--- src/design/aavr_pkg.sv ---
`default_nettype none

package aavr_pkg;

  // Defaults for the top-level parameters.
  localparam int unsigned CordicStagesDef  = 16;
  localparam int unsigned ComponentBitsDef = 16;

  // Fixed formats of the datapath.
  localparam int unsigned AngleBits = 16;
  localparam int unsigned NormBits  = 32;  // width of a normalized axis magnitude
  localparam int unsigned SqrtSteps = 32;  // one result bit per stage
  localparam int unsigned DivSteps  = 32;  // one quotient bit per stage
  localparam int unsigned KBits     = 32;  // signed Q2.30 unit axis component
  localparam int unsigned CsBits    = 34;  // CORDIC x, y and z
  localparam int unsigned QFrac     = 30;
  localparam int unsigned RndBits   = 80;  // wide enough for every rounded product

  localparam logic signed [CsBits-1:0] CordicGain = 34'sd652032874;

  typedef enum logic [1:0] {
    Quad0,
    Quad1,
    Quad2,
    Quad3
  } quad_e;

  // atan(2^-i) where 2^32 is one full turn.
  function automatic logic [31:0] atan_turn(input logic [4:0] idx);
    logic [31:0] val;
    case (idx)
      5'd0:    val = 32'h20000000;
      5'd1:    val = 32'h12E4051D;
      5'd2:    val = 32'h09FB385B;
      5'd3:    val = 32'h051111D4;
      5'd4:    val = 32'h028B0D43;
      5'd5:    val = 32'h0145D7E1;
      5'd6:    val = 32'h00A2F61E;
      5'd7:    val = 32'h00517C55;
      5'd8:    val = 32'h0028BE53;
      5'd9:    val = 32'h00145F2E;
      5'd10:   val = 32'h000A2F98;
      5'd11:   val = 32'h000517CC;
      5'd12:   val = 32'h00028BE6;
      5'd13:   val = 32'h000145F3;
      5'd14:   val = 32'h0000A2F9;
      5'd15:   val = 32'h0000517C;
      5'd16:   val = 32'h000028BE;
      5'd17:   val = 32'h0000145F;
      5'd18:   val = 32'h00000A2F;
      5'd19:   val = 32'h00000517;
      5'd20:   val = 32'h0000028B;
      5'd21:   val = 32'h00000145;
      5'd22:   val = 32'h000000A2;
      5'd23:   val = 32'h00000051;
      5'd24:   val = 32'h00000028;
      5'd25:   val = 32'h00000014;
      5'd26:   val = 32'h0000000A;
      5'd27:   val = 32'h00000005;
      5'd28:   val = 32'h00000002;
      5'd29:   val = 32'h00000001;
      default: val = 32'h00000000;
    endcase
    return val;
  endfunction

  // Round a Q30 product back to integer: add one half, shift right arithmetically.
  function automatic logic signed [RndBits-1:0] rnd_q30(input logic signed [RndBits-1:0] x);
    logic signed [RndBits-1:0] half;
    half = RndBits'(1) << (QFrac - 1);
    return (x + half) >>> QFrac;
  endfunction

endpackage

`default_nettype wire

--- src/design/aavr_isqrt.sv ---
`default_nettype none

module aavr_isqrt (
  input  logic                                clk_i,
  input  logic                                en_i,
  input  logic [2*aavr_pkg::SqrtSteps-1:0]    rad_i,
  output logic [aavr_pkg::SqrtSteps-1:0]      root_o
);

  localparam int unsigned Steps = aavr_pkg::SqrtSteps;
  localparam int unsigned RW    = 2 * Steps;

  logic [RW-1:0] rem_q [Steps];
  logic [RW-1:0] acc_q [Steps];
  logic [RW-1:0] rem_d [Steps];
  logic [RW-1:0] acc_d [Steps];

  // Digit-by-digit square root, one result bit per stage.
  always_comb begin
    logic [RW-1:0] prev_rem;
    logic [RW-1:0] prev_acc;
    logic [RW-1:0] bit_val;
    logic [RW-1:0] trial;
    for (int i = 0; i < Steps; i++) begin
      if (i == 0) begin
        prev_rem = rad_i;
        prev_acc = '0;
      end else begin
        prev_rem = rem_q[i-1];
        prev_acc = acc_q[i-1];
      end
      bit_val = RW'(1) << (RW - 2 - 2 * i);
      trial   = prev_acc + bit_val;
      if (prev_rem >= trial) begin
        rem_d[i] = prev_rem - trial;
        acc_d[i] = (prev_acc >> 1) + bit_val;
      end else begin
        rem_d[i] = prev_rem;
        acc_d[i] = prev_acc >> 1;
      end
    end
  end

  always_ff @(posedge clk_i) begin
    if (en_i) begin
      rem_q <= rem_d;
      acc_q <= acc_d;
    end
  end

  assign root_o = acc_q[Steps-1][Steps-1:0];

endmodule

`default_nettype wire

--- config.mk ---
export PLATFORM = sky130hd
export DESIGN_NAME = aavr_isqrt
export DESIGN_NICKNAME = d
export VERILOG_FILES = /design/src/design/aavr_pkg.sv /design/src/design/aavr_isqrt.sv
export SDC_FILE = /design/constraint.sdc
export NUM_CORES = 2
export LEC_CHECK = 0
export BUFFER_PORTS_ARGS = -buffer_cell sky130_fd_sc_hd__buf_2
export CELL_PAD_IN_SITES_DETAIL_PLACEMENT = 0
export CELL_PAD_IN_SITES_GLOBAL_PLACEMENT = 1
export CORE_MARGIN = 2
export CORE_UTILIZATION = 53
export DETAILED_ROUTE_END_ITERATION = 10
export GPL_TIMING_DRIVEN = 0
export PLACE_DENSITY_LB_ADDON = 0.1
export SKIP_CTS_REPAIR_TIMING = 1
export SYNTH_ARGS = -nofsm -noshare
export SYNTH_HDL_FRONTEND = slang
export SYNTH_SLANG_ARGS = --single-unit
export TNS_END_PERCENT = 20
--- constraint.sdc ---
create_clock -name clk_i -period 4.45 [get_ports clk_i]
set_input_delay 0.2225 -clock clk_i [delete_from_list [all_inputs] [get_ports clk_i]]
set_output_delay 0.2225 -clock clk_i [all_outputs]
set_load 0.1 [all_outputs]
======== Word-level counts from Yosys, hierarchy flattened ========
Cells that the tools add are included.
cells by class
  multiplexer cells ....................... 63
  $add $sub $neg .......................... 93
  order comparisons ....................... 32
operators with widths
  operator                                                           count
  64-bit greater-or-equal comparator                                 31
  64-bit 2-to-1 mux                                                  31
  63-bit 2-to-1 mux                                                  31
  64-bit subtractor                                                  30
  63-bit by 11-bit adder with 64-bit output (second input constant)  1
  63-bit by 13-bit adder with 64-bit output (second input constant)  1
  63-bit by 15-bit adder with 64-bit output (second input constant)  1
  63-bit by 17-bit adder with 64-bit output (second input constant)  1
  63-bit by 19-bit adder with 64-bit output (second input constant)  1
  63-bit by 21-bit adder with 64-bit output (second input constant)  1
  63-bit by 23-bit adder with 64-bit output (second input constant)  1
  63-bit by 25-bit adder with 64-bit output (second input constant)  1
  63-bit by 27-bit adder with 64-bit output (second input constant)  1
  63-bit by 29-bit adder with 64-bit output (second input constant)  1
  63-bit by 3-bit adder with 64-bit output (second input constant)   1
  63-bit by 31-bit adder with 64-bit output (second input constant)  1
  63-bit by 33-bit adder with 64-bit output (second input constant)  1
  63-bit by 35-bit adder with 64-bit output (second input constant)  1
  63-bit by 37-bit adder with 64-bit output (second input constant)  1
  63-bit by 39-bit adder with 64-bit output (second input constant)  1
  63-bit by 41-bit adder with 64-bit output (second input constant)  1
  63-bit by 43-bit adder with 64-bit output (second input constant)  1
  63-bit by 45-bit adder with 64-bit output (second input constant)  1
  63-bit by 47-bit adder with 64-bit output (second input constant)  1
  45 further kinds                                                   45
storage, ports and cells
  output and inout port bits .............. 32
  bits of input ports ..................... 66
  logic and storage cells ................. 281
  flip-flop bits (word level) ............. 4000

======== Longest topological paths before layout ========
  word-level depth ........................ 3
  gate-level depth with buffers ........... 15
  depth with buffers taken out ............ 12

======== Worst setup path after synthesis ========
No wires, ideal clock.
  path type ............................... register to register
  from .................................... register rem_q[274] (netlist bit)
  to ...................................... register rem_q[247] (netlist bit) (data pin)
  buffers on the path ..................... 2
  stages on the path, launching flop included .. 13
  arrival ................................. 3.139 ns
  setup slack ............................. 1.053 ns
  data required time ...................... 4.192 ns
  library setup time ...................... 0.258 ns
  clock period less this slack ............ 3.397 ns
  path through ............................ edfxtp_1 -> ha_1 -> or4b_1 -> or4_1 -> nor3_1 -> or3b_1 -> o211ai_2 -> nor3_2 -> buf_6 -> nor3_4 -> buf_6 -> nand4_1 -> xnor2_1
RTL lines
  element                 RTL line          text
  start, declared         aavr_isqrt.sv:13  logic [RW-1:0] rem_q [Steps];
  start signal, assigned  aavr_isqrt.sv:46  rem_q <= rem_d;

==> metrics.md <==
| Metric | Value |
|---|---|
| EDFF count, synth | `about 2,500` |
| Achievable frequency | `0.229 GHz` |
| Flop pwr share | `0.456` |
| Clock Latency Late Sink | `a little over 0.9 ns` |
| Sw frac | `0.297` |
| TritonCTS Buffers | `291` |
| Synth Net Count | `about 10,000` |
| Htree depth | `5` |
| Vias in the first global route | `75,800` |
| Startpoint Class | `flip-flop` |
| Crit Path Category | `reg2reg` |
| Post-synthesis sequential area ratio | `0.621` |
| Post-synth top area share | `0.621` |
| Crit end category | `flip-flop` |
| TNS Setup | `0 ns` |
| Slew Viols, Final | `0` |
| Mapped Cells | `9,733` |
| Row count | `175` |
| Ranking of synthesized cells by area | `edfxtp_1, ha_1, xnor2_1, xor2_1, a21oi_1` |
| Max-Slew Margin vs Limit | `0.153` |
| Internal | `50.3 mW` |
| Hold WS | `0.0238 ns` |
| Final Hold Viols | `0` |
| Pre-antenna DRT Iters | `5` |
| Final nets | `10,900` |
| Power share of the combinational group | `0.218` |
| Ys flop type | `edfxtp_1` |
| LEAKAGE | `51.3 nW` |
| Max-Cap Viols | `0` |
| First-pass GRT wire length | `460 mm` |
| Clock group share of total power | `0.325` |
| Status | `finished clean` |
| Total track usage | `0.257` |
| Power density cells | `approximately 520 nW/um2` |
| Residual DRC count | `0` |
| Initial Util | `0.534` |
| Core footprint | `227,000 um2` |
| Final Setup Violations | `0` |
| Vias per inst | `~5.9` |
| Post-Syn Area | `121,000 um2` |
| Share of cells above drive strength 1 | `0.0746` |
| Port bufs | `just under 100` |
| Pwr Total | `71.5 mW` |
| TritonCTS Sinks | `2,512` |
| Slew @ Worst Pin | `around 1.3 ns` |
| Maximum VDD drop | `0.386 mV` |
| Placer Congestion | `0.901` |
| Required @ worst endpoint | `5.07 ns` |
| Final WL | `307 mm` |
| Min-Delay Path Class | `in2reg` |
| Layout Utilization | `0.600` |
| Top cells by count, synth | `edfxtp_1, nor2_1, inv_1` |
| RSZ-0062 raised after global routing | `true` |
| CP Max Fanout | `10` |
| CTS clock-pin slew for the worst setup and hold paths | `approximately 0.060 ns` |
| Largest net degree at the start of global routing | `197` |
| Dpl cells | `12,900` |
| Synth Warn # | `0` |
| I/O Pins | `around 100` |
| Die X | `483 um` |
| Gr ovfl total | `0` |
| Async S/R FF share, synth | `0` |
| CTS tree | `yes` |
| NetSw | `roughly 21 mW` |
| Netlist cell types | `101` |
| Initial antenna violation count | `15` |
| Syn Area/Cell | `between 10 and 15 um2` |
| Clock tree root buffer cell | `clkbuf_16` |
| WL/cell | `22.8 um` |
| Yosys top cell by area | `edfxtp_1` |
| Syn-to-layout area delta | `12.4%` |
| Routed vias | `a little under 80,000` |
| Period minus WS final | `4.37 ns` |
| Antenna viol nets, final | `0` |
| Layout Skew | `between 0.07 and 0.08 ns` |
| Count leader, synth | `edfxtp_1` |
| Die Height | `483 um` |
| Post-Layout Cell Count | `13,500` |
| Die area | `between 200,000 and 250,000 um2` |
| Post-detail-place hpwl | `~230 mm` |
| Critical path arrival | `about 5 ns` |
| Clock buffer depth | `4` |
| Yosys reg bits | `2,512` |
| Tcrit/Tclk final | `0.983` |
| Iteration-0 DRC Markers | `between 7,000 and 8,000` |
## power groups by stage
stage	registers, mW	clock network [mW]	logic, mW
after floorplan	31.9	0	11.1
after global placement	34.8	0	15.1
after detailed placement	33.1	0	15.2
after CTS	32.6	23.8	15.3
after global routing	32.9	24.8	17.3
final	32.6	23.3	15.6
## critical path, cell delays in order, from the launching register on
cell,delay (ns)
edfxtp_1,0.43
ha_1,0.44
or4b_1,0.45
or4_1,0.50
nor3_2,0.55
or3b_1,0.42
o211ai_2,0.18
nor3_2,0.14
buf_6,0.22
nor3_4,0.26
buf_6,0.18
nand4_1,0.13
xnor2_1,0.20
## metrics by stage
step	setup WS (ns)	cell area (um2)
after floorplan	1.05	121000
after global placement	-35.06	126000
after detailed placement	-0.959	126000
after CTS	-1.00	135000
after global routing	-0.124	136000
final	0.0766	136000
## cell families after synthesis
kind of cell	after synthesis	share of synthesized area
xor gates and xnor gates	890	0.0642
DFF	2512	0.621
and+or+nand+nor	2920	0.124
AOI/OAI and AO/OA	1859	0.0953
muxes	89	0.00849
adders and majority gates	558	0.0575
buffers and inverters	905	0.0287
## layer usage
layer  up-vias  GRT usage  wire [um]
met1     39300      0.393     145000
met5         -          0         17
met2      2142      0.393     138000
met4         4     0.0483       5070
met3       377     0.0398      18200
li1      37600          -          -
## cell usage in the layout (no fill, tap or decap), types with 295 or more instances in the layout
| cell type | Yosys | final |
|---|---|---|
| a21oi_1 | 667 | 667 |
| clkbuf_16 | 0 | 295 |
| edfxtp_1 | 2512 | 2512 |
| ha_1 | 558 | 558 |
| inv_1 | 698 | 698 |
| nand2_1 | 581 | 581 |
| nor2_1 | 711 | 709 |
| nor4_1 | 334 | 321 |
| o21ai_0 | 408 | 406 |
| xnor2_1 | 493 | 493 |
| xor2_1 | 397 | 397 |
## flip-flops by register name, indices dropped and copies added (netlist names)
register  flops
rem_q      1984
root_o       32
acc_q       496
## path summary, 6_finish.rpt
kind	start	endpoint	slack, ns	cells past startpoint
worst max-delay path	rem_q[274]	rem_q[255]	0.08	12
worst max register to register	rem_q[274]	rem_q[255]	0.08	12
worst min-delay path	rad_i[19]	rem_q[2003]	0.02	2
worst min register to register	rem_q[1858]	rem_q[1794]	0.42	0
## area by class of cell
cell class	count	area, um2
diodes	7	17.5
clock buffers	334	7530
plain buffers	200	875
well taps	3009	3760
fillers	18000	91000
flip-flops and latches	2512	75400
multi-input cells	6316	42700
clock inverters	165	1690
inverters	704	2640
repair buffers	208	1840
(Power assumes the default switching activity.)
