### config.mk
export PLATFORM = sky130hd
export DESIGN_NAME = aavr_div
export DESIGN_NICKNAME = d
export VERILOG_FILES = /design/src/design/aavr_pkg.sv /design/src/design/aavr_div.sv
export SDC_FILE = /design/constraint.sdc
export NUM_CORES = 2
export LEC_CHECK = 0
export BUFFER_PORTS_ARGS = -buffer_cell sky130_fd_sc_hd__buf_2
export CAP_MARGIN = 25
export CORE_MARGIN = 2
export CORE_UTILIZATION = 58
export DETAILED_ROUTE_END_ITERATION = 16
export MAX_ROUTING_LAYER = met4
export PLACE_DENSITY = 0.82
export SLEW_MARGIN = 10
export SYNTH_ARGS = -nofsm -noshare
export SYNTH_HDL_FRONTEND = slang
export SYNTH_MEMORY_MAX_BITS = 65536
export SYNTH_SLANG_ARGS = --single-unit
export TNS_END_PERCENT = 1
### constraint.sdc
create_clock -name clk_i -period 3.49 [get_ports clk_i]
set_input_delay 0.349 -clock clk_i [delete_from_list [all_inputs] [get_ports clk_i]]
set_output_delay 0.349 -clock clk_i [all_outputs]
set_load 0.01 [all_outputs]
### src/design/aavr_pkg.sv
`default_nettype none

package aavr_pkg;

  // Defaults for the top-level parameters.
  localparam int unsigned CordicStagesDef  = 16;
  localparam int unsigned ComponentBitsDef = 16;

  // Fixed formats of the datapath.
  localparam int unsigned AngleBits = 16;
  localparam int unsigned NormBits  = 32;  // width of a normalized axis magnitude
  localparam int unsigned SqrtSteps = 32;  // one result bit per stage
  localparam int unsigned DivSteps  = 32;  // one quotient bit per stage
  localparam int unsigned KBits     = 32;  // signed Q2.30 unit axis component
  localparam int unsigned CsBits    = 34;  // CORDIC x, y and z
  localparam int unsigned QFrac     = 30;
  localparam int unsigned RndBits   = 80;  // wide enough for every rounded product

  localparam logic signed [CsBits-1:0] CordicGain = 34'sd652032874;

  typedef enum logic [1:0] {
    Quad0,
    Quad1,
    Quad2,
    Quad3
  } quad_e;

  // atan(2^-i) where 2^32 is one full turn.
  function automatic logic [31:0] atan_turn(input logic [4:0] idx);
    logic [31:0] val;
    case (idx)
      5'd0:    val = 32'h20000000;
      5'd1:    val = 32'h12E4051D;
      5'd2:    val = 32'h09FB385B;
      5'd3:    val = 32'h051111D4;
      5'd4:    val = 32'h028B0D43;
      5'd5:    val = 32'h0145D7E1;
      5'd6:    val = 32'h00A2F61E;
      5'd7:    val = 32'h00517C55;
      5'd8:    val = 32'h0028BE53;
      5'd9:    val = 32'h00145F2E;
      5'd10:   val = 32'h000A2F98;
      5'd11:   val = 32'h000517CC;
      5'd12:   val = 32'h00028BE6;
      5'd13:   val = 32'h000145F3;
      5'd14:   val = 32'h0000A2F9;
      5'd15:   val = 32'h0000517C;
      5'd16:   val = 32'h000028BE;
      5'd17:   val = 32'h0000145F;
      5'd18:   val = 32'h00000A2F;
      5'd19:   val = 32'h00000517;
      5'd20:   val = 32'h0000028B;
      5'd21:   val = 32'h00000145;
      5'd22:   val = 32'h000000A2;
      5'd23:   val = 32'h00000051;
      5'd24:   val = 32'h00000028;
      5'd25:   val = 32'h00000014;
      5'd26:   val = 32'h0000000A;
      5'd27:   val = 32'h00000005;
      5'd28:   val = 32'h00000002;
      5'd29:   val = 32'h00000001;
      default: val = 32'h00000000;
    endcase
    return val;
  endfunction

  // Round a Q30 product back to integer: add one half, shift right arithmetically.
  function automatic logic signed [RndBits-1:0] rnd_q30(input logic signed [RndBits-1:0] x);
    logic signed [RndBits-1:0] half;
    half = RndBits'(1) << (QFrac - 1);
    return (x + half) >>> QFrac;
  endfunction

endpackage

`default_nettype wire

### src/design/aavr_div.sv
`default_nettype none

module aavr_div (
  input  logic                            clk_i,
  input  logic                            en_i,
  input  logic [aavr_pkg::NormBits-1:0]   mag_i,
  input  logic [aavr_pkg::NormBits-1:0]   root_i,
  output logic [aavr_pkg::NormBits-1:0]   quo_o
);

  localparam int unsigned NB    = aavr_pkg::NormBits;
  localparam int unsigned Steps = aavr_pkg::DivSteps;
  localparam int unsigned DW    = NB + 1;
  localparam int unsigned RW    = NB + 2;
  localparam int unsigned TW    = NB + 3;

  // Quotient of (mag * 2^31 + n) by 2n: mag / n rounded half up in Q2.30.
  logic [2*NB-1:0] num;

  logic [RW-1:0] rem_q [Steps+1];
  logic [NB-1:0] low_q [Steps+1];
  logic [DW-1:0] den_q [Steps+1];
  logic [NB-1:0] quo_q [Steps+1];
  logic [RW-1:0] rem_d [Steps];
  logic [NB-1:0] low_d [Steps];
  logic [NB-1:0] quo_d [Steps];

  assign num = (2*NB)'({mag_i, (NB-1)'(0)}) + (2*NB)'(root_i);

  // Restoring division, one quotient bit per stage.
  always_comb begin
    logic [TW-1:0] trial;
    logic          take;
    for (int i = 0; i < Steps; i++) begin
      trial = {rem_q[i], low_q[i][NB-1]};
      take  = (trial >= TW'(den_q[i]));
      if (take) begin
        rem_d[i] = RW'(trial - TW'(den_q[i]));
      end else begin
        rem_d[i] = RW'(trial);
      end
      low_d[i] = low_q[i] << 1;
      quo_d[i] = {quo_q[i][NB-2:0], take};
    end
  end

  always_ff @(posedge clk_i) begin
    if (en_i) begin
      rem_q[0] <= RW'(num[2*NB-1:NB]);
      low_q[0] <= num[NB-1:0];
      den_q[0] <= {root_i, 1'b0};
      quo_q[0] <= '0;
      for (int i = 0; i < Steps; i++) begin
        rem_q[i+1] <= rem_d[i];
        low_q[i+1] <= low_d[i];
        den_q[i+1] <= den_q[i];
        quo_q[i+1] <= quo_d[i];
      end
    end
  end

  assign quo_o = quo_q[Steps];

endmodule

`default_nettype wire

# ---- Word-level counts from Yosys, hierarchy flattened
# Memory sizes are Yosys's and may differ from the RTL's.
# Index checks and enable logic that the tools add are counted.
dict set report op_classes {
  n_reduce_logical 0
  bitwise_logic 0
  mux 34
  shifts 0
  n_div 0
  n_addsub 33
  n_lt_le_gt_ge 32
  eq_ne 0
  n_mul 0
}
# cell count
set ops {}
lappend ops {{$ge 35x33->1} 32}
lappend ops {{$mux 34} 32}
lappend ops {{$sub 34x33->34} 32}
lappend ops {{$add 63x32->64} 1}
lappend ops {{$mux 1} 2}
dict set report totals {
  n_memories 4
  ff_bits 0
  out_inout_bits 32
  wordCells 103
  input_bits 66
  ramBits 4323
  latch_bits 0
  romBits 0
}
# name depth width rd rd_ports_with_merged_regs wr line_no
set mem_list {}
lappend mem_list {rem_q 33 34 32 0 33 aavr_div.sv:20} ;# logic [RW-1:0] rem_q [Steps+1];
lappend mem_list {den_q 33 33 32 0 33 aavr_div.sv:22} ;# logic [DW-1:0] den_q [Steps+1];
lappend mem_list {low_q 33 32 32 0 33 aavr_div.sv:21} ;# logic [NB-1:0] low_q [Steps+1];
lappend mem_list {quo_q 33 32 33 0 33 aavr_div.sv:23} ;# logic [NB-1:0] quo_q [Steps+1];

# ---- Depth between registers and ports, before layout
# An unclocked memory read counts as a cell.
dict set report depth {
  depth_word 3
  mapped_depth 16
  mapped_depth_nobuf 15
}

# ---- Least setup slack after synthesis
# OpenSTA, ideal clock, no wires.
dict set report synth_timing {
  kind {register -> register}
  start {memory low_q[0][825] in the netlist's numbering}
  end {memory rem_q[0][905] in the netlist's numbering, data pin}
  setup_ns 0.260
  path_slack_ns 0.107
  stages_incl_launch_ff 14
  synth_period_minus_slack_ns 3.383
  required_ns 3.230
  t_arrival_ns 3.123
  cell_sequence {edfxtp_1 > ha_1 > fa_1 > nor2b_1 > o21bai_1 > a21o_1 > a2111o_1 > a21boi_1 > a311o_2 > a41o_1 > a31o_2 > buf_4 > buf_6 > mux2_2}
}
# element line_no
set synth_rtl {}
lappend synth_rtl {{start, declared} aavr_div.sv:21}
lappend synth_rtl {{end, declared} aavr_div.sv:20}

==> reports/results.txt <==
Status = finished with violations
Failing checks = negative setup slack
Worst Path Arrival = 4240 ps
Number of hold violations in the final report = 0
Setup ws final = -89.4 ps
Grt total ovfl = 0
Synth Warn # = 0
Overall global routing resource usage = 29.4%
Int Pwr = 99,800 µW
Required time worst endpoint = 4150 ps
Io pins = 98
Fillers = 18,000
Seq pwr share = 33.2%
#FFs+latches synth = 2,609
Mapped Nets = 14,100
CP max stage delay = 470 ps
Core area = 248,000 µm²
Fmax achieved = 279 MHz
Worst-path clk slew = 70 ps
Library cells used by synthesis = 110
Post-synth EDFFs = 2,609
Starting utilization of the core area = 58.3%
Min Clock Period, post-route = 3580 ps
Final critical-path share of the clock period = 103%
Die area = 254,000 µm²
Worst setup EP type = register
Combinational share of power = 47.7%
Worst setup SP type = register
Crit path kind = register to register
First-pass GRT wire length = 570,000 µm
Clock skew = 52.5 ps
GPL Wtd Cong = 0.983
Worst hold path class = input pin to register
Largest net degree at the start of global routing = 128
Crit path max fanout = 4
Vias in the first global route = 101,000
DRT Pass-1 Iters = 8
Synth Area per Inst = 11.1 µm²
Crit-path slowest cell = or4b_4
Pre-CTS setup slack = -206 ps
Clock buffer depth = 4
Finish-stage setup viols = 12
Max IR drop VDD = 0.591 mV
Net Switching = 61,900 µW
P per Cell Area = 969 nW/µm²
Nets = 15,100
RSZ-0062 raised after global routing = yes
Sequential share of the synthesized area = 54.1%
Worst slew margin = 37.8%
Gate Count Post-Synth = 13,000
Clk pwr share = 19.0%
Final Util = 67.2%
H-tree levels = 5
Clk_lat worst skew = 960 ps
Via count = 104,000
Area delta synth->final = 15.2%
CTS tree = built
Vias per cell = 5.97
Initial antenna violation count = 10
Asr flop ratio synth = 0%
Slew Limit Fails = 0
Post-Syn Area = 145,000 µm²
Final antenna-violating net count = 0
DR WL/cell = 21.4 µm
Rows = 183
Hold_ws = 106 ps
DRT Wirelength = 375,000 µm
Iteration-0 DRC count of the detailed router = 9,791
CP Cell Sequence = inv_2, ha_4, fa_2, nor2b_4, o31a_1, o311a_1, o211ai_2, o22ai_2, buf_6, a221oi_4, a211oi_2, o21ai_1, or4b_4, xnor2_1
Sw frac = 38.3%
Die Y = 504 µm
Clock sinks = 2,609
Die W = 504 µm
Remaining DRCs = 0
Max-cap violations = 0
Post-DP HPWL = 279,000 µm
Cts bufs inserted = 294
Layout cells sized above 1 = 13.2%
IO Port Bufs = 97
Measured slew at the worst slew-check pin = 933 ps
Synth Flop Type = edfxtp_1
Root buffer cell = clkbuf_16
Total leakage power = 0.0687 µW
==> critical path, delay by kind of cell, from the launching register on <==
kind	cells	cell delay, ps
fa+ha+maj	2	380
flops	1	420
buf+inv	2	250
compound gates	7	1590
simple gates	2	520
xor+xnor	1	140
==> per-stage QoR <==
step	cells	total power [µW]	cell area (µm²)	TNS (ps)
after detailed placement	16900	127000	155000	-12470
after global placement	16900	126000	155000	-1640
after global routing	17500	171000	167000	-8010
after floorplan	13000	102000	145000	0
after CTS	17500	159000	165000	-366
final	17500	162000	167000	-358
==> power by group through the flow <==
stage / registers (µW) / clock network [µW] / logic [µW]
finish: 53700 / 30800 / 77200
global route: 54100 / 32500 / 84700
CTS: 53500 / 31300 / 74100
detailed placement: 54000 / 0 / 73200
global placement: 54100 / 0 / 72100
floorplan: 49900 / 0 / 52600
==> placed cells by master (no fill, tap or decap), drive strengths merged, types with 140 or more instances in the layout <==
cell,n
clkbuf,341
nand2,1032
nand2b,153
nor2b,150
inv,1233
nand4,161
mux2,182
a21oi,1223
nand3,262
buf,893
nor2,807
a21o,585
nor3,140
o21ai,880
xor2,395
ha,1025
xnor2,496
edfxtp,2609
==> final timing paths <==
check                     start            end  slack (ps)  cells past startpoint
hold / removal       root_i[13]   low_q[0][13]         110                      2
hold reg to reg   quo_q[23][13]  quo_q[24][14]         390                      0
setup reg to reg  rem_q[0][306]  rem_q[0][373]         -90                     14
setup / recovery  rem_q[0][306]  rem_q[0][373]         -90                     14
==> metal layers <==
layer | track usage (%) | part of all wire (%) | up-vias
li1 | - | - | 49700
met2 | 49.3 | 49 | 3702
met5 | - | 0 | -
met3 | 3.24 | 5.1 | 1211
met4 | 16.9 | 6.8 | 0
met1 | 34.5 | 39 | 49900
==> final cells by class <==
cell class | count | area (µm²) | share of cell area [%]
sequential | 2609 | 78300 | 47.0
multi-input combinational | 8836 | 61700 | 37.0
timing repair buffer | 991 | 8490 | 5.09
clock buffer | 331 | 7540 | 4.52
inverter | 1227 | 4610 | 2.76
tap | 3330 | 4170 | 2.50
clock inverter | 174 | 1950 | 1.17
antenna | 9 | 22.5 | 0.0135
==> repair_timing <==
action,4_1_cts,5_1_grt
endpoints found under the setup margin,293,861
hold buffers,88,0
gates resized for setup,43,305
setup buffers,9,33
cloned,0,11
pin swaps,12,77
endpoints found under the hold margin,70,0
==> cells by family (layout without fill, tap and decap cells) <==
| group | count (synthesis) | in the layout | synth area share, % |
|---|---|---|---|
| AOI/OAI and AO/OA | 3625 | 3625 | 15.6 |
| and+or+nand+nor | 3063 | 3064 | 9.85 |
| DFF | 2609 | 2609 | 54.1 |
| buffers and inverters | 1570 | 2723 | 4.22 |
| adders and majority gates | 1056 | 1056 | 9.28 |
| xor gates and xnor gates | 891 | 891 | 5.39 |
| muxes | 200 | 200 | 1.57 |
| other | 0 | 9 | 0 |
==> synthesized netlist by cell type, types with 79 or more instances <==
| master | n | share of area (%) |
|---|---|---|
| o31ai_1 | 79 | 0.41 |
| nand2b_1 | 153 | 0.66 |
| xor2_1 | 395 | 2.4 |
| a21o_1 | 585 | 3.0 |
| inv_1 | 1223 | 3.2 |
| clkbuf_1 | 235 | 0.61 |
| ha_1 | 1025 | 8.9 |
| nor3_1 | 138 | 0.48 |
| o21bai_1 | 117 | 0.61 |
| nand3_1 | 261 | 0.90 |
| nand4_1 | 161 | 0.70 |
| and3_1 | 105 | 0.45 |
| edfxtp_1 | 2609 | 54 |
| buf_2 | 83 | 0.29 |
| mux2_2 | 169 | 1.3 |
| nor2_1 | 806 | 2.1 |
| nand2_1 | 1032 | 2.7 |
| o21ai_0 | 845 | 2.9 |
| nor2b_1 | 149 | 0.64 |
| o21a_1 | 110 | 0.57 |
| xnor2_1 | 496 | 3.0 |
| a31oi_1 | 106 | 0.46 |
| a21oi_1 | 1219 | 4.2 |
==> state kept, by name (all words and copies together) (netlist names) <==
name,cells
low_q,527
den_q,468
quo_q,528
rem_q,1086
(Power assumes the default switching activity.)
