[config.mk]
export PLATFORM = sky130hd
export DESIGN_NAME = aavr_cordic
export DESIGN_NICKNAME = d
export VERILOG_FILES = /design/src/design/aavr_pkg.sv /design/src/design/aavr_cordic.sv
export SDC_FILE = /design/constraint.sdc
export NUM_CORES = 2
export LEC_CHECK = 0
export BUFFER_PORTS_ARGS = -buffer_cell sky130_fd_sc_hd__buf_2
export CAP_MARGIN = 10
export CORE_MARGIN = 3
export CORE_UTILIZATION = 40
export CTS_BUF_LIST = sky130_fd_sc_hd__clkbuf_4 sky130_fd_sc_hd__clkbuf_8 sky130_fd_sc_hd__clkbuf_16
export DETAILED_ROUTE_END_ITERATION = 8
export PLACE_DENSITY = 0.54
export SYNTH_ARGS = -nofsm -noshare
export SYNTH_HDL_FRONTEND = slang
export SYNTH_SLANG_ARGS = --single-unit
[constraint.sdc]
create_clock -name clk_i -period 8.4 [get_ports clk_i]
set_input_delay 1.68 -clock clk_i [delete_from_list [all_inputs] [get_ports clk_i]]
set_output_delay 1.68 -clock clk_i [all_outputs]
set_load 0.05 [all_outputs]
[src/design/aavr_pkg.sv]
`default_nettype none

package aavr_pkg;

  // Defaults for the top-level parameters.
  localparam int unsigned CordicStagesDef  = 16;
  localparam int unsigned ComponentBitsDef = 16;

  // Fixed formats of the datapath.
  localparam int unsigned AngleBits = 16;
  localparam int unsigned NormBits  = 32;  // width of a normalized axis magnitude
  localparam int unsigned SqrtSteps = 32;  // one result bit per stage
  localparam int unsigned DivSteps  = 32;  // one quotient bit per stage
  localparam int unsigned KBits     = 32;  // signed Q2.30 unit axis component
  localparam int unsigned CsBits    = 34;  // CORDIC x, y and z
  localparam int unsigned QFrac     = 30;
  localparam int unsigned RndBits   = 80;  // wide enough for every rounded product

  localparam logic signed [CsBits-1:0] CordicGain = 34'sd652032874;

  typedef enum logic [1:0] {
    Quad0,
    Quad1,
    Quad2,
    Quad3
  } quad_e;

  // atan(2^-i) where 2^32 is one full turn.
  function automatic logic [31:0] atan_turn(input logic [4:0] idx);
    logic [31:0] val;
    case (idx)
      5'd0:    val = 32'h20000000;
      5'd1:    val = 32'h12E4051D;
      5'd2:    val = 32'h09FB385B;
      5'd3:    val = 32'h051111D4;
      5'd4:    val = 32'h028B0D43;
      5'd5:    val = 32'h0145D7E1;
      5'd6:    val = 32'h00A2F61E;
      5'd7:    val = 32'h00517C55;
      5'd8:    val = 32'h0028BE53;
      5'd9:    val = 32'h00145F2E;
      5'd10:   val = 32'h000A2F98;
      5'd11:   val = 32'h000517CC;
      5'd12:   val = 32'h00028BE6;
      5'd13:   val = 32'h000145F3;
      5'd14:   val = 32'h0000A2F9;
      5'd15:   val = 32'h0000517C;
      5'd16:   val = 32'h000028BE;
      5'd17:   val = 32'h0000145F;
      5'd18:   val = 32'h00000A2F;
      5'd19:   val = 32'h00000517;
      5'd20:   val = 32'h0000028B;
      5'd21:   val = 32'h00000145;
      5'd22:   val = 32'h000000A2;
      5'd23:   val = 32'h00000051;
      5'd24:   val = 32'h00000028;
      5'd25:   val = 32'h00000014;
      5'd26:   val = 32'h0000000A;
      5'd27:   val = 32'h00000005;
      5'd28:   val = 32'h00000002;
      5'd29:   val = 32'h00000001;
      default: val = 32'h00000000;
    endcase
    return val;
  endfunction

  // Round a Q30 product back to integer: add one half, shift right arithmetically.
  function automatic logic signed [RndBits-1:0] rnd_q30(input logic signed [RndBits-1:0] x);
    logic signed [RndBits-1:0] half;
    half = RndBits'(1) << (QFrac - 1);
    return (x + half) >>> QFrac;
  endfunction

endpackage

`default_nettype wire

[src/design/aavr_cordic.sv]
`default_nettype none

module aavr_cordic #(
  parameter int unsigned STAGES = aavr_pkg::CordicStagesDef
) (
  input  logic                                  clk_i,
  input  logic                                  en_i,
  input  logic [aavr_pkg::AngleBits-1:0]        angle_i,
  output logic signed [aavr_pkg::CsBits-1:0]    cos_o,
  output logic signed [aavr_pkg::CsBits-1:0]    sin_o
);

  localparam int unsigned CW = aavr_pkg::CsBits;
  localparam int unsigned AB = aavr_pkg::AngleBits;

  logic [AB-1:0]        fold;
  logic [1:0]           quad_init;
  logic [AB-1:0]        resid;

  logic signed [CW-1:0] x_q [STAGES+1];
  logic signed [CW-1:0] y_q [STAGES+1];
  logic signed [CW-1:0] z_q [STAGES+1];
  aavr_pkg::quad_e      quad_q [STAGES+1];
  logic signed [CW-1:0] x_d [STAGES];
  logic signed [CW-1:0] y_d [STAGES];
  logic signed [CW-1:0] z_d [STAGES];
  logic signed [CW-1:0] cos_q;
  logic signed [CW-1:0] sin_q;

  // Fold to the nearest quadrant; the residual lies within one eighth turn.
  assign fold      = angle_i + AB'(16'h2000);
  assign quad_init = fold[AB-1:AB-2];
  assign resid     = angle_i - {quad_init, (AB-2)'(0)};

  // Each rotation moves x by the shifted y and y by the shifted x.
  always_comb begin
    logic signed [CW-1:0] dx;
    logic signed [CW-1:0] dy;
    logic signed [CW-1:0] step;
    for (int i = 0; i < STAGES; i++) begin
      dx   = y_q[i] >>> i;
      dy   = x_q[i] >>> i;
      step = $signed(CW'(aavr_pkg::atan_turn(5'(i))));
      if (!z_q[i][CW-1]) begin
        x_d[i] = x_q[i] - dx;
        y_d[i] = y_q[i] + dy;
        z_d[i] = z_q[i] - step;
      end else begin
        x_d[i] = x_q[i] + dx;
        y_d[i] = y_q[i] - dy;
        z_d[i] = z_q[i] + step;
      end
    end
  end

  always_ff @(posedge clk_i) begin
    if (en_i) begin
      x_q[0]    <= aavr_pkg::CordicGain;
      y_q[0]    <= '0;
      z_q[0]    <= CW'($signed({resid, 16'h0000}));
      quad_q[0] <= aavr_pkg::quad_e'(quad_init);
      for (int i = 0; i < STAGES; i++) begin
        x_q[i+1]    <= x_d[i];
        y_q[i+1]    <= y_d[i];
        z_q[i+1]    <= z_d[i];
        quad_q[i+1] <= quad_q[i];
      end
      case (quad_q[STAGES])
        aavr_pkg::Quad0: begin
          cos_q <= x_q[STAGES];
          sin_q <= y_q[STAGES];
        end
        aavr_pkg::Quad1: begin
          cos_q <= -y_q[STAGES];
          sin_q <= x_q[STAGES];
        end
        aavr_pkg::Quad2: begin
          cos_q <= -x_q[STAGES];
          sin_q <= -y_q[STAGES];
        end
        default: begin
          cos_q <= y_q[STAGES];
          sin_q <= -x_q[STAGES];
        end
      endcase
    end
  end

  assign cos_o = cos_q;
  assign sin_o = sin_q;

endmodule

`default_nettype wire

[Word level (Yosys, flattened, before mapping)]
Memories as Yosys holds them, arrays and structs flattened.
Cells that the tools add are included.
Operators by class
  add/subtract/negate cells: 99
  eq/ne operators: 2
  mux-type cells: 52
  reduce and logical (&&, ||, !) cells: 1
Operators by type and width (number)
  two-way mux 34 bit: 48
  one-hot mux 34 bit (3 select lines): 2
  adder 34 x 19 -> 34 bit: 2
  adder 34 x 20 -> 34 bit: 2
  adder 34 x 21 -> 34 bit: 2
  adder 34 x 22 -> 34 bit: 2
  adder 34 x 23 -> 34 bit: 2
  adder 34 x 24 -> 34 bit: 2
  adder 34 x 25 -> 34 bit: 2
  adder 34 x 26 -> 34 bit: 2
  adder 34 x 27 -> 34 bit: 2
  adder 34 x 28 -> 34 bit: 2
  adder 34 x 29 -> 34 bit: 2
  adder 34 x 30 -> 34 bit: 2
  adder 34 x 31 -> 34 bit: 2
  adder 34 x 32 -> 34 bit: 2
  adder 34 x 33 -> 34 bit: 2
  negator 34 bit: 2
  subtractor 34 x 19 -> 34 bit: 2
  subtractor 34 x 20 -> 34 bit: 2
  subtractor 34 x 21 -> 34 bit: 2
  subtractor 34 x 22 -> 34 bit: 2
  subtractor 34 x 23 -> 34 bit: 2
  subtractor 34 x 24 -> 34 bit: 2
  other kinds (49): 60
Word-level totals
  register bits: 68
  bits in writable memories: 1768
  input bits: 18
  output and inout bits: 68
  logic and storage cells: 160
  memories kept: 4
Memories
  x_q: words 17, width 34, rd ports 17, clocked after Yosys merged registers in 0, write ports 17, line aavr_cordic.sv:20  | logic signed [CW-1:0] x_q [STAGES+1];
  y_q: words 17, width 34, rd ports 17, clocked after Yosys merged registers in 0, write ports 17, line aavr_cordic.sv:21  | logic signed [CW-1:0] y_q [STAGES+1];
  z_q: words 17, width 34, rd ports 16, clocked after Yosys merged registers in 0, write ports 17, line aavr_cordic.sv:22  | logic signed [CW-1:0] z_q [STAGES+1];
  quad_q: words 17, width 2, rd ports 17, clocked after Yosys merged registers in 0, write ports 17, line aavr_cordic.sv:23  | aavr_pkg::quad_e quad_q [STAGES+1];

[Depth between registers and ports, before layout]
  depth after elaboration: 2
  depth in mapped cells: 22

[Least setup slack after synthesis]
No wires, ideal clock.
  path kind: register to register
  from: mem z_q[0][169] in the netlist's numbering
  to: mem y_q[0][202] in the netlist's numbering, data pin
  library setup time: 0.258 ns
  arrival time: 4.439 ns
  data required time: 8.142 ns
  path slack: 3.703 ns
  stages on the path, launching flop included: 17
  path buffers: 2
  clock period less this slack: 4.697 ns
  cell sequence: edfxtp_1 clkbuf_1 inv_1 clkbuf_1 o21ai_0 xor2_1 ha_1 and3_1 a211o_1 o21ai_0 a211oi_1 o31a_1 a21o_1 o41ai_1 o21bai_1 a21oi_1 xnor2_1
RTL lines (line)
  from (decl): aavr_cordic.sv:22
  to (decl): aavr_cordic.sv:21

==> metrics.txt <==
status complete, no violations; clk sinks between 1500 and 2000; crit-path max cell delay 0.82 ns; Clk pin slew, worst setup/hold paths approximately 0.060 ns; predominant post-synthesis flop cell edfxtp_1; Layout area overhead 9.63%; largest family of logic cells by synthesized area compound AO/OA/AOI/OAI gates; Post-Syn Instances 13000; post-synthesis mux area share 0.00945; Tmin final 5.66 ns; XOR/XNOR share of the synthesized area 0.133; H-tree depth 4; RSZ-0062 raised after global routing no; met1 wire length 160 mm; max layer used met5; slowest CP cell nor4_1; all-layer global routing usage 0.202; GRT overflow 0; critical path class flop to flop; Synth Area in Compound Gates 0.191; Via-to-Cell Ratio 5.55; CTS buffer count around 200; Worst EP required 8.99 ns; setup bufs post-CTS 0; ANT nets after route 0; Root Buffer clkbuf_16; mapped cell area 0.126 mm^2; Slew headroom 0.177; Final Hold Viols 0; die width around 570 um; CP Max Fanout 5; largest net degree at the start of global routing 195; Synth top area share 0.369; worst min-delay path class flop to flop; vias in the first global route 93100; CTS tree done; actual slew at the worst max-slew pin 1.23 ns; Die ar. 0.321 mm^2; Avg WL per Cell around 19 um; Buffers on Ports 85; Net Count, Synth 14400; EDFF count, synth 1545; CTS hold repair buffers 0; met2 WL approximately 150 mm; via count 96800; Setup TNS 0 ns; Starting Density 0.403; WL met3 15.0 mm; critical path endpoint category flop; Syn Area/Cell 9.69 um^2; Post-Synth Adder-Cell Area 0.144; final setup margin 2.74 ns; fmax 177 MHz; max_cap viols 0; DP Worst Slack between 2 and 3 ns; Pre-Repair DR Iteration Count 8; hold slack 0.417 ns; Chip Height 566 um; Final period util 0.673; startpoint class of the critical path flop; first-pass GRT wire length approximately 530 mm; Core Area 0.312 mm^2; share of cells above drive strength 1 0.0475; dominant cell type by area after synthesis edfxtp_1; # IOs 86; crit path DAT 6.25 ns; final core occ 0.441; antenna violations before repair 9; gp weighted congestion 0.911; final slew viol count 0; DRC Markers 0; Warnings, synthesis 0; Cell Rows approximately 210; Setup Skew between 0.08 and 0.09 ns; DP HPWL 266 mm; cells along the critical path inv_1 > ha_1 > nand2b_1 > nor4_1 > nor2b_1 > nand2_1 > nor2_1 > nand2_1 > nor4_1 > nor2_1 > xnor2_1 > ha_1 > nand3_1 > o21ai_0 > a211oi_1 > o41ai_1 > a21o_1 > a21oi_1 > xnor2_1; ys async rst share 0; Final setup viols 0; initial DRC count 7148; synth unique cells 91; Fill cells 29700; Total Wirelength 337 mm; Layout Nets 14600; Max clock buf depth 4; top post-synthesis cells by area edfxtp_1 37%, ha_1 14%, xnor2_1 8.7%; cts repair resizes 0; Post-Synth Simple-Gate Area 0.132; Seq/Total Area, Yosys 0.369; register bit total from synthesis 1545; clk_lat worst skew 0.89 ns
metrics by stage:
step,cells,area (um^2)
finish,17400,138000
detailed placement,17100,131000
global route,17400,138000
CTS,17400,138000
floorplan,13000,126000
global placement,17100,131000
cells in the mapped netlist (17+ instances only):
master     number
nand3b_1       17
and4_1         19
nor2b_1       186
nor3b_1        35
xnor2_1      1249
nand2_1       650
a2111oi_0      28
o22ai_1        17
o31a_1         28
fa_1           43
ha_1         1380
a211oi_1      110
xor2_1        660
and2_1         63
and3_1        110
a21oi_1      1473
o21ai_0       627
clkbuf_1      157
o311ai_0       18
or3_1          80
buf_1          40
edfxtp_1     1545
o21a_1        205
a21boi_0       43
a21o_1        636
mux2i_1        59
nand3_1       208
o41ai_1        46
nand4_1        90
or2_2          40
nor3_1        328
inv_1         526
nor2_1       1182
a31o_2         34
a221oi_1       27
or4_1          35
a31oi_1       111
o21bai_1      135
o211ai_1       39
nor4_1        101
o31ai_1        69
mux2_2         49
a211o_1        33
nand2b_1      224
layout by cell type (no fill, tap or decap), drive strengths merged, types with 47 or more instances in the layout:
master,n
o31ai,69
nand4,91
and2,64
xor2,660
clkinv,84
mux2i,59
xnor2,1250
nand2,650
nor4,106
ha,1380
o21ai,634
nor2b,186
nor3,330
nor2,1182
nand3,208
or3,81
a21o,636
mux2,49
o21bai,135
nand2b,224
buf,161
a21oi,1473
o21a,205
o41ai,47
and3,110
clkbuf,219
a211oi,110
edfxtp,1545
a31oi,111
inv,537
final timing paths:
check                         startpoint                endpoint  slack [ns]  cells past startpoint
setup reg to reg   x_q[0][105]$_DFFE_PP_   y_q[0][166]$_DFFE_PP_        2.74                     19
hold reg to reg   quad_q[5][0]$_DFFE_PP_  quad_q[6][0]$_DFFE_PP_        0.42                      0
setup / recovery   x_q[0][105]$_DFFE_PP_   y_q[0][166]$_DFFE_PP_        2.74                     19
hold / removal    quad_q[5][0]$_DFFE_PP_  quad_q[6][0]$_DFFE_PP_        0.42                      0
cell type report:
class | instances | area, um^2 | area share
diodes | 10 | 25.0 | 0.000182
clock buffers | 219 | 5080 | 0.0369
clock inverters | 130 | 1460 | 0.0106
inverters | 528 | 1980 | 0.0144
multi-input cells | 10700 | 76500 | 0.556
flip-flops and latches | 1545 | 46400 | 0.337
well taps | 4140 | 5180 | 0.0376
repair buffers | 161 | 1090 | 0.00794
state kept, by name, summed over array words and instances (netlist names):
signal  cells
y_q       511
x_q       484
z_q       448
cos_o      34
quad_q     34
sin_o      34
cell families after synthesis:
family,after synthesis
AND/OR/NAND/NOR,3424
buffers and inverters,726
flip-flops,1545
AO/OA/AOI/OAI,3835
XOR/XNOR,1910
multiplexers,110
adder cells (fa/ha/maj),1423
metal layers:
metal,vias to the layer above,GRT usage
met2,2021,0.334
met3,368,0.0216
met1,46000,0.282
met4,2,0.0498
li1,48400,-
met5,-,0
worst max-delay path, delay by kind of cell (launching register included):
family	cells	cell delay (ns)
buffers and inverters	1	0.09
flip-flops	1	0.44
AND/OR/NAND/NOR	9	2.15
AO/OA/AOI/OAI	5	1.82
XOR/XNOR	2	0.30
adder cells (fa/ha/maj)	2	0.54
Power is not shown: default switching activity piles up to over one toggle a cycle in this logic, so the estimate is an artifact.
